$ cat config.mk
export PLATFORM = sky130hd
export DESIGN_NAME = salcl_front
export DESIGN_NICKNAME = d
export VERILOG_FILES = /design/src/design/salcl_pkg.sv /design/src/design/salcl_front.sv
export SDC_FILE = /design/constraint.sdc
export NUM_CORES = 1
export LEC_CHECK = 0
export ABC_AREA = 1
export BUFFER_PORTS_ARGS = -buffer_cell sky130_fd_sc_hd__buf_2
export CORE_UTILIZATION = 60
export DETAILED_ROUTE_END_ITERATION = 10
export PLACE_DENSITY = 0.83
export REMOVE_ABC_BUFFERS = 1
export SYNTH_ARGS = -nofsm -noshare
export SYNTH_HDL_FRONTEND = slang
export SYNTH_SLANG_ARGS = --single-unit
$ cat constraint.sdc
create_clock -name clk -period 4.8 [get_ports clk]
set_input_delay 0.72 -clock clk [delete_from_list [all_inputs] [get_ports clk]]
set_output_delay 0.72 -clock clk [all_outputs]
set_load 0.05 [all_outputs]
$ cat src/design/salcl_pkg.sv
// Shared types and constants for the set-associative LRU cache lookup block.
`timescale 1ns / 1ps
package salcl_pkg;

  localparam int MaxSets = 512;
  localparam int MaxWays = 8;
  localparam int BlockBytes = 64;
  localparam int AddrBits = 32;

  localparam int SetBits = $clog2(MaxSets);
  localparam int WayBits = $clog2(MaxWays);
  localparam int OffBits = $clog2(BlockBytes);
  localparam int BlkBits = AddrBits - OffBits;
  localparam int TagBits = BlkBits;
  localparam int AgeBits = 3;
  localparam int CfgBits = 4;
  localparam int SibMax = 12;
  localparam int CntBits = 32;
  localparam int MetaBits = MaxWays + MaxWays * AgeBits;
  localparam int TagRowBits = MaxWays * TagBits;
  localparam int OutBits = 72;
  localparam int QueueDepth = 2;

  localparam logic [AgeBits-1:0] AgeMax = '1;

  localparam logic CfgWays = 1'b0;
  localparam logic CfgSetBits = 1'b1;

  typedef struct packed {
    logic clr;
    logic [SetBits-1:0] set_idx;
    logic [TagBits-1:0] tag;
  } req_t;

  typedef enum logic [1:0] {
    ST_INIT,
    ST_IDLE,
    ST_EXEC
  } back_state_t;

endpackage

$ cat src/design/salcl_front.sv
// Front end: accepts requests, splits the address into set and tag, and queues them.
`timescale 1ns / 1ps
module salcl_front import salcl_pkg::*; (
  input  logic               clk,
  input  logic               rst,
  input  logic               s_tvalid,
  output logic               s_tready,
  input  logic [AddrBits-1:0] s_tdata,
  input  logic               s_tuser,
  input  logic [CfgBits-1:0] set_index_bits,
  input  logic               init_busy,
  output logic               q_valid,
  output req_t               q_req,
  input  logic               q_pop
);

  req_t q_mem [QueueDepth];
  logic wr_ptr;
  logic rd_ptr;
  logic [1:0] count;
  logic push;
  logic [CfgBits-1:0] sib;
  logic [BlkBits-1:0] blk;
  logic [SetBits-1:0] set_mask;
  req_t new_req;

  always_comb begin
    sib = (set_index_bits > CfgBits'(SibMax)) ? CfgBits'(SibMax) : set_index_bits;
    blk = s_tdata[AddrBits-1:OffBits];
    set_mask = ~({SetBits{1'b1}} << sib);
    new_req.clr = s_tuser;
    new_req.set_idx = blk[SetBits-1:0] & set_mask;
    new_req.tag = blk >> sib;
  end

  assign s_tready = (count != 2'(QueueDepth)) && !init_busy;
  assign push = s_tvalid && s_tready;
  assign q_valid = (count != 2'd0);
  assign q_req = q_mem[rd_ptr];

  always_ff @(posedge clk) begin
    if (push) begin
      q_mem[wr_ptr] <= new_req;
    end
  end

  always_ff @(posedge clk) begin
    if (rst) begin
      wr_ptr <= 1'b0;
      rd_ptr <= 1'b0;
      count <= 2'd0;
    end else begin
      if (push) begin
        wr_ptr <= ~wr_ptr;
      end
      if (q_pop) begin
        rd_ptr <= ~rd_ptr;
      end
      count <= count + 2'(push) - 2'(q_pop);
    end
  end

endmodule

# Yosys cells after proc, flatten, opt, wreduce, memory -nomap -nowiden
# Memory sizes are Yosys's and may differ from the RTL's. A register that Yosys moved wholly into a read port is not among the register bits.
# Index checks and enable logic that the tools add are counted.
[op_classes]
add_sub_neg = 2
n_lt_le_gt_ge = 1
n_eq_ne = 1
shifts = 2
mux = 5
bitwise_logic = 4
n_reduce_logical = 4
[ops]
columns = ["op", "count"]
rows = [
  ["$shr 26x4->26", 1],
  ["$and 9x9->9", 1],
  ["$not 9->9", 1],
  ["$shl 9x4->9 const A", 1],
  ["$gt 4x4->1 const B", 1],
  ["$mux 1", 4],
  ["$mux 4", 1],
  ["$add 2x1->2", 1],
  ["$logic_and 1x1->1", 2],
  ["$ne 2x2->1 const B", 1],
  ["$not 1->1", 2],
  ["$reduce_bool 2->1", 1],
  ["$sub 2x1->2", 1],
  ["$logic_not 1->1", 1],
]
[word_totals]
regBits = 4
ramBits = 72
inputBits = 42
output_inout_bits = 38
wordCells = 23
memories = 1
[memory_table]
columns = ["memory", "depth", "word_bits", "read_ports", "rd_clocked_by_memory_dff", "write_ports", "line_no", "text"]
rows = [
  ["q_mem", 2, 36, 1, 1, 1, "salcl_front.sv:17", "req_t q_mem [QueueDepth];"],
]

# Depth between registers and ports, before layout
# Gate-level depths: netlist of the first run.
[logic_depth]
depth_word = 5
ltp_mapped = 11
ltp_nobuf = 9

# Least setup slack after synthesis of the first run
# No wires, ideal clock.
[synth_path]
path_type = "input to register"
from = "input init_busy"
to = "memory q_mem[1][0] in the netlist's numbering, enable pin"
setup_ns = 0.431
arrival_ns = 3.386
t_required_ns = 4.369
path_slack_ns = 0.983
path_stages = 3
n_path_buf = 0
cell_sequence = "a21oi_1 > nand2_1 > nor2_1"
[synth_via]
elab_chain_cells = 5
[synth_rtl]
columns = ["element", "line_no", "text"]
rows = [
  ["from (decl)", "salcl_front.sv:11", "input logic init_busy,"],
  ["$logic_not 1->1", "salcl_front.sv:36", "assign s_tready = (count != 2'(QueueDepth)) && !init_busy;"],
  ["$logic_and 1x1->1", "salcl_front.sv:36", ""],
  ["$logic_and 1x1->1", "salcl_front.sv:37", "assign push = s_tvalid && s_tready;"],
  ["$mux 1", "salcl_front.sv:42", "if (push) begin"],
  ["$mux 1 (implied by the code)", "salcl_front.sv:43", "q_mem[wr_ptr] <= new_req;"],
  ["to (decl)", "salcl_front.sv:17", ""],
]
# No other way between the ends.

==> metrics.cfg, run 1 <==
[power_and_ir_drop]
ir_drop_mv=0.2287
p_leak_nw=2.120
finalPower_mw=1.666
power_density_nw_per_um2=348.3

[placed_design]
dpl_cell_area_um2=4597
post-dp-hpwl_um=5933
routabilityCongestion=0.8827
io_buffers=73

[global_routing]
grt_pass1_vias=3066
grt_usage=0.2619
grt_pass1_wl_um=14420
grt_max_degree=38
grt_overflow=0
antenna_found_initial=0

[synthesis]
synth_top_cells_by_area=edfxtp_1 (51%), nand3_1 (16%), mux2_2 (9.6%)
synthXorXnorAreaFrac=0.004154
ys_seq_area_frac=0.5365
synth_cell_type_count=24
synth_top_family_by_area=simple AND/OR/NAND/NOR gates
synth_top_area_cell=edfxtp_1
synth_top_area_frac=0.5128
synthSimpleGateAreaFrac=0.2721
yosys_warnings=0
synth_compound_area_frac=0.01306
synthCells=442
yosys.area_share.adder=0.005935
synth_mux_area_frac=0.09614
synth_seq_cells=77
synth_area_um2=4217
syn-mean-instance-area_um2=9.540

[clock_tree]
clock_path_buffers=2
clk_latency_ns=0.36
post_cts_resize_count=0
clock-sinks=77
path_clk_slew_ns=0.08
root_buffer=clkbuf_8
numCtsBuffers=9
postCtsSetupBuffers=0
holdBufCountCts=0
htreeDepth=3
tritoncts=built

[die]
die_w_um=85.83
design.core.area_um2=6794
die-area_um2=7367
initial_core_util=0.6206
io_pins=80
die_h_um=85.83
core.rowCount=30

[sta]
finalHoldViolations=0
rsz0062_at_grt=no
relSlewSlack=0.2652
fmax_ghz=0.4132
period_share=0.5042
finalClockSkew_ns=0.004411
min_period_ns=2.420
tightest_slew_ns=1.100
finalSetupTns_ns=0
hold_slack_ns=0.5225
drv_slew=0
setup_viol=0

[min_path]
hp-start=rd_ptr$_SDFFE_PP0P_
hold_depth=2
holdCritPathClass=reg -> reg

[finish]
utilization=0.7039
mostFrequentLayoutCells=nand3_1 (131), nand2_1 (89), buf_2 (73)
drive_gt1_frac=0.2686
postLayoutCellArea_um2=4782
syn2layout_area_growth_pct=13.41
antenna_cells=0
final_nets=549
layout_commonest_cell=nand3_1

[setup_path]
crit_fanout=36
crit_required_ns=4.08
rr_startpoint=count[0]$_SDFF_PP0_
endpoint_kind=output port
r2r-end=q_mem[0][0]$_DFFE_PP_
reg2regPathDepth=4
timing.reg2reg.setup_slack_ns=2.79
worstSetupPathType=reg -> out
startpoint_type=flip-flop
arrival_ns=1.70

[route]
drt-vias-per-instance=5.703
num_vias=3456
drt_iter0_drc=446
wl_per_cell_um=14.93
dr.pass1.iters=7
wl_um=9048
drc=0
antenna_left=0

[job]
drv_cap=0

[status]
status=complete, no violations

## metal layers
layer | vias up | track usage | wire (um)
li1 | 1655 | - | -
met3 | 26 | 0.06545 | 693
met1 | 1596 | 0.3531 | 3763
met5 | - | 0 | 0
met4 | 0 | 0.1182 | 210
met2 | 179 | 0.4036 | 4380
## worst max-delay path by stage
stage | start | depth (start not counted) | end | slack (ns)
finish | flip-flop | 3 | q_req[20] | 2.38
global route | flip-flop | 3 | q_req[3] | 2.29
CTS | flip-flop | 3 | q_req[5] | 2.34
detailed placement | set_index_bits[3] | 9 | q_mem[1][2]$_DFFE_PP_ | 2.19
global placement | set_index_bits[3] | 9 | q_mem[0][2]$_DFFE_PP_ | 2.21
floorplan | init_busy | 3 | q_mem[1][0]$_DFFE_PP_ | 0.98
## state kept, by name, summed over array words and instances (netlist names), named ones only
register,flops
q_mem,72
count,2
rd_ptr,1
wr_ptr,1
## through the flow
stage,worst slack (ns),cells
finish,2.380,606
global route,2.291,606
CTS,2.339,606
detailed placement,2.186,590
global placement,2.215,590
floorplan,0.9828,419
## kinds of logic after synthesis
| group | Yosys count |
|---|---|
| simple gates | 247 |
| flops | 77 |
| buf+inv | 68 |
| mux | 36 |
| compound gates | 10 |
| xor+xnor | 2 |
| fa+ha+maj | 2 |
## cell usage after synthesis
| cell | count |
|---|---|
| nand3_1 | 131 |
| a21oi_1 | 7 |
| nand4_1 | 1 |
| mux2_2 | 36 |
| nor2_2 | 2 |
| o21ai_0 | 1 |
| nor2_1 | 17 |
| buf_6 | 2 |
| a211oi_1 | 2 |
| clkbuf_1 | 1 |
| buf_2 | 12 |
| xnor2_1 | 2 |
| nand2_4 | 3 |
| nor3b_1 | 2 |
| nand2_8 | 1 |
| buf_1 | 3 |
| nand2_1 | 89 |
| dfxtp_1 | 5 |
| edfxtp_1 | 72 |
| inv_2 | 3 |
| inv_1 | 42 |
| or2_0 | 1 |
| ha_1 | 2 |
| buf_4 | 5 |
## area by class of cell
class | instances | area (um2)
flip-flops and latches | 77 | 2262
fillers | 540 | 2012
repair buffers | 75 | 380.4
clock inverters | 5 | 33.78
inverters | 45 | 168.9
well taps | 96 | 120.1
multi-input cells | 297 | 1665
clock buffers | 11 | 151.4
## where the power goes
part | internal, mW | switching (mW)
logic | 0.120 | 0.303
clock network | 0.216 | 0.236
registers | 0.782 | 0.00890
## worst max-delay path, stage by stage, from the launching register on
cell,delay [ns]
dfxtp_1,0.31
buf_4,0.41
mux2_2,0.40
buf_2,0.21
No activity file was read; power rests on OpenSTA's default activity.
==> run 2: changes to the inputs <==
--- a/config.mk
+++ b/config.mk
@@ -7,9 +7,9 @@
 export LEC_CHECK = 0
 export ABC_AREA = 1
 export BUFFER_PORTS_ARGS = -buffer_cell sky130_fd_sc_hd__buf_2
-export CORE_UTILIZATION = 60
+export CORE_UTILIZATION = 56
 export DETAILED_ROUTE_END_ITERATION = 10
-export PLACE_DENSITY = 0.83
+export PLACE_DENSITY = 0.79
 export REMOVE_ABC_BUFFERS = 1
 export SYNTH_ARGS = -nofsm -noshare
 export SYNTH_HDL_FRONTEND = slang
==> constraint.sdc (replaced) <==
create_clock -name clk -period 2.35 [get_ports clk]
set_input_delay 0.3525 -clock clk [delete_from_list [all_inputs] [get_ports clk]]
set_output_delay 0.3525 -clock clk [all_outputs]
set_load 0.05 [all_outputs]
==> run 2 against run 1 <==
  * Cell area rose by 2.5%
  * Final cell count rose by 2.0%
  * Largest power group unchanged
  * Clock skew grew 0.0064 ns
  * Highest routed layer unchanged
  * Sequential power increased by 100%
  * Critical path type unchanged
  * Critical path depth is the same
==> metrics.cfg, run 2 (synthesis gave the netlist of run 1 again) <==
[finish]
regArea_um2=2262  ; unchanged
layout_commonest_cell=nand3_1
drive_gt1_frac=0.2832  ; +0.01461
mostFrequentLayoutCells=nand3_1 (131), nand2_1 (89), buf_2 (73)
finalNonFillerCells=618  ; +2.0%
syn2layout_area_growth_pct=16.23
final_nets=558  ; +1.6%
fill_cells=621  ; +15%
multi_input_area_um2=1665  ; unchanged
largest_register_ffs=72  ; unchanged
antenna_cells=0  ; unchanged
regMostFlops=q_mem
utilization=0.6757  ; -0.02817
top_regs=q_mem x72, count x2

[die]
io_pins=80  ; unchanged
design.core.area_um2=7253  ; +6.8%
die-area_um2=7880  ; +7.0%
die_h_um=88.77  ; +3.4%
initial_core_util=0.5813  ; -0.03929
core.rowCount=31  ; +3.3%
die_w_um=88.77  ; +3.4%

[power_and_ir_drop]
p_leak_nw=2.188  ; +3.2%
finalPower_mw=3.582  ; +120%
power_density_nw_per_um2=730.9  ; +110%
ir_drop_mv=0.4718  ; +110%

[setup_path]
startpoint_type=flip-flop
endpoint_kind=output port
crit_required_ns=2.00  ; -2.08 ns
crit_chain=buf_4 -> mux2_2 -> buf_2
arrival_ns=1.61  ; -0.09 ns
critPathSlowestCell=mux2_2
slowest_delay_ns=0.38  ; -0.03 ns
crit_fanout=25  ; -31%
rr_startpoint=count[0]$_SDFF_PP0_
worstSetupPathType=reg -> out

[sta]
period_share=0.8367
rsz0062_at_grt=no
drv_slew=0  ; unchanged
min_period_ns=1.966
fmax_ghz=0.5086
tightest_slew_ns=0.5009  ; -0.5988 ns
finalHoldViolations=0  ; unchanged
setup_viol=0  ; unchanged
finalSetupTns_ns=0  ; unchanged
fin_ws_ns=0.3837  ; -1.996 ns
finalClockSkew_ns=0.01078  ; +0.006369 ns
relSlewSlack=0.6661  ; +0.4009

[min_path]
hp-start=s_tuser
holdCritPathClass=in -> reg

[placed_design]
io_buffers=73  ; unchanged
routabilityCongestion=0.9266  ; +5.0%
post-dp-hpwl_um=6401  ; +7.9%
dpl.cell_count=602  ; +2.0%
place_ws_ns=0.4656  ; -1.720 ns

[clock_tree]
post_cts_resize_count=0  ; unchanged
holdBufCountCts=0  ; unchanged
clock-sinks=77  ; unchanged
tritoncts=built
clk_latency_ns=0.35  ; about the same
postCtsSetupBuffers=0  ; unchanged
path_clk_slew_ns=0.08  ; about the same
root_buffer=clkbuf_8
clock_path_buffers=2  ; unchanged
numCtsBuffers=9  ; unchanged
htreeDepth=3  ; unchanged

[route]
num_vias=3455  ; -0.029%
wl_per_cell_um=14.57  ; -2.4%
drt_iter0_drc=301  ; -33%
wl_um=9005  ; -0.48%
drt-vias-per-instance=5.591  ; -2.0%
antenna_left=0  ; unchanged
drc=0  ; unchanged
dr.pass1.iters=5  ; -2

[job]
drv_cap=0  ; unchanged

[global_routing]
grt_usage=0.2445  ; -0.01742
grt_overflow=0  ; unchanged
grt_pass1_vias=3021  ; -1.5%
antenna_found_initial=0  ; unchanged
grt_max_degree=37  ; -2.6%
grt_pass1_wl_um=14210  ; -1.5%

[status]
status=complete, no violations

[run 2: cell types whose count changed in the layout (fill, tap and decap cells not counted)]
cell        delta
inv_6          +1
buf_12         +1
clkinv_1       -1
clkbuf_8       -2
clkinvlp_4     -1
bufinv_16      +2
buf_4          +8
clkinv_2       +1
[run 2: final timing paths]
| path | end | slack (ns) | cells after the start |
|---|---|---|---|
| worst max register to register | count[1]$_SDFF_PP0_ | 0.50 | 9 |
| worst min register to register | flip-flop | 0.52 | 2 |
| worst min-delay path | q_mem[1][35]$_DFFE_PP_ | 0.19 | 1 |
| worst max-delay path | q_req[6] | 0.38 | 3 |
[run 2: metrics by stage]
stage | cell area (um2) | hold slack, ns
after global routing | 4901 | 0.1778
after floorplan | 4081 | 0.4237
after detailed placement | 4681 | 0.5011
after global placement | 4681 | 0.4978
final | 4901 | 0.1903
after CTS | 4901 | 0.1763
[run 2: area by class of cell]
class	instances	area share
well taps	99	0.02527
inverters	45	0.03447
flip-flops and latches	77	0.4616
clock inverters	7	0.01966
clock buffers	9	0.02527
multi-input cells	297	0.3398
repair buffers	84	0.09395
[run 2: metal layers]
metal	routed length (um)	up-vias	global-route usage	share of wire
met2	4367	155	0.4063	0.48
met1	3902	1617	0.3206	0.43
met4	120	0	0.07625	0.013
li1	-	1670	-	-
met5	0	-	0	0
met3	615	13	0.05410	0.068
[run 2: worst max-delay path: cells and delay by family, from the launching register on]
family / cells / cell delay (ns)
flip-flops: 1 / 0.34
multiplexers: 1 / 0.38
buffers and inverters: 2 / 0.53
[run 2: where the power goes]
group	switching (mW)	internal (mW)	total, mW
clock network	0.485	0.603	1.09
registers	0.0201	1.60	1.62
logic	0.619	0.258	0.877
==> run 3: changes to the inputs <==
==> constraint.sdc (replaced) <==
create_clock -name clk -period 2 [get_ports clk]
set_input_delay 0.3 -clock clk [delete_from_list [all_inputs] [get_ports clk]]
set_output_delay 0.3 -clock clk [all_outputs]
set_load 0.05 [all_outputs]
==> run 3 against run 2 <==
  * Combinational power up 19%
  * Critical path type unchanged
  * Non-clock buffer count is 3 higher
  * Clock skew grew 0.0036 ns
  * Wire length up 3.6%
  * Power is 14% higher
  * Sequential share of layout area about the same
  * Sequential power increased by 17%
  * Via count grew 1.2%
  * Clock-buffer cell count up 1
==> metrics.cfg, run 3 (synthesis gave the netlist of run 1 again) <==
[status]
status=complete, no violations

[global_routing]
antenna_found_initial=0  ; unchanged
grt_max_degree=37  ; unchanged
grt_usage=0.2497  ; +0.005269
grt_pass1_wl_um=14570  ; +2.6%
grt_overflow=0  ; unchanged
grt_pass1_vias=3168  ; +4.9%

[sta]
rsz0062_at_grt=no
tightest_slew_ns=0.3803  ; -0.1205 ns
finalSetupTns_ns=0  ; unchanged
fmax_ghz=0.5299
min_period_ns=1.887
fin_ws_ns=0.1129  ; -0.2709 ns
finalHoldViolations=0  ; unchanged
finalClockSkew_ns=0.01440  ; +0.003619 ns
period_share=0.9436
drv_slew=0  ; unchanged
relSlewSlack=0.7449  ; +0.07882
setup_viol=0  ; unchanged

[finish]
layout_commonest_cell=nand3_1
mostFrequentLayoutCells=nand3_1 (131), nand2_1 (89), buf_2 (73)
antenna_cells=0  ; unchanged
largest_register_ffs=72  ; unchanged
syn2layout_area_growth_pct=16.14  ; about the same
regMostFlops=q_mem
top_regs=q_mem x72, count x2
final_nets=561  ; +0.54%
drive_gt1_frac=0.2835  ; +0.0002879
utilization=0.6752  ; about the same

[die]
core.rowCount=31  ; unchanged
io_pins=80  ; unchanged
die_w_um=88.77  ; unchanged
die-area_um2=7880  ; unchanged
design.core.area_um2=7253  ; unchanged
initial_core_util=0.5813  ; unchanged
die_h_um=88.77  ; unchanged

[clock_tree]
clock_path_buffers=2  ; unchanged
clk_latency_ns=0.36  ; about the same
htreeDepth=3  ; unchanged
root_buffer=clkbuf_8
postCtsSetupBuffers=0  ; unchanged
numCtsBuffers=9  ; unchanged
path_clk_slew_ns=0.08  ; about the same
tritoncts=built
clock-sinks=77  ; unchanged

[route]
wl_per_cell_um=15.02  ; +3.1%
wl_met1_um=3960  ; +1.5%
dr.pass1.iters=5  ; unchanged
route.met2.wl_um=4598  ; +5.3%
top_layer_used=met4
drc=0  ; unchanged
drt_iter0_drc=326  ; +8.3%
drt-vias-per-instance=5.628  ; +0.67%
wl_met3_um=662  ; +7.6%
num_vias=3495  ; +1.2%
antenna_left=0  ; unchanged
wl_um=9327  ; +3.6%

[placed_design]
post-dp-hpwl_um=6670  ; +4.2%
routabilityCongestion=0.9185  ; -0.87%
io_buffers=73  ; unchanged
place_ws_ns=0.1763  ; -0.2893 ns

[power_and_ir_drop]
pwr-share-clk=0.278  ; -0.026
switchingPower_mw=1.318  ; +17%
p_leak_nw=2.181  ; -0.33%
seqPwrFrac=0.466  ; +0.015
ir_drop_mv=0.7127  ; +51%
pwr-share-comb=0.256  ; +0.011
sw_frac_of_total=0.3232  ; +0.009337
power_density_nw_per_um2=832.9  ; +14%
internal_power_mw=2.761  ; +12%

[job]
drv_cap=0  ; unchanged

[setup_path]
arrival_ns=1.59  ; -0.02 ns
timing.reg2reg.setup_slack_ns=0.18  ; -0.32 ns
worstSetupPathType=reg -> out
crit_required_ns=1.70  ; -0.30 ns
startpoint_type=flip-flop
endpoint_kind=output port
crit_fanout=26  ; +4.0%

[min_path]
holdCritPathClass=in -> reg

run 3: what timing repair did:
item,CTS,global route
hold buffers,0,0
endpoints found under the setup margin,0,26
resized for setup,0,1
run 3: path summary, 6_finish.rpt:
check,cells after the start,startpoint,to
max,3,flip-flop,q_req[22]
min,1,s_tuser,q_mem[0][35]$_DFFE_PP_
max reg2reg,9,count[0]$_SDFF_PP0_,count[1]$_SDFF_PP0_
min reg2reg,2,rd_ptr$_SDFFE_PP0P_,rd_ptr$_SDFFE_PP0P_
run 3: layout make-up:
type / instances / area [um2]
fillers: 594 / 2356
flip-flops and latches: 77 / 2262
multi-input cells: 297 / 1665
repair buffers: 87 / 486.7
inverters: 45 / 168.9
clock buffers: 10 / 127.6
well taps: 99 / 123.9
clock inverters: 6 / 62.56
run 3: critical path, cell delays in order (launching register included):
cell     delay [ns]
dfxtp_1        0.37
buf_6          0.26
mux2_2         0.38
buf_2          0.21
run 3: per-layer routing:
layer  vias up  global-route usage
met1      1629              0.3291
met5         -                   0
met4         0             0.07918
met2       173              0.4119
met3        12             0.05597
li1       1681                   -
run 3: metrics by stage:
stage | hold slack, ns | cells | total power, mW | cell area [um2]
2_1_floorplan | 0.3712 | 419 | 2.686 | 4081
3_3_place_gp | 0.4949 | 605 | 2.946 | 4703
3_5_place_dp | 0.4995 | 605 | 2.972 | 4703
4_1_cts | 0.1294 | 621 | 4.086 | 4893
5_1_grt | 0.1198 | 621 | 4.258 | 4897
6_report | 0.1317 | 621 | 4.079 | 4897
run 3: power groups by stage:
| stage | Sequential, mW | Clock [mW] | Combinational [mW] |
|---|---|---|---|
| after floorplan | 1.95 | 0 | 0.738 |
| after global placement | 1.93 | 0 | 1.02 |
| after detailed placement | 1.94 | 0 | 1.04 |
| after CTS | 1.90 | 1.15 | 1.04 |
| after global routing | 1.91 | 1.22 | 1.13 |
| final | 1.90 | 1.14 | 1.04 |
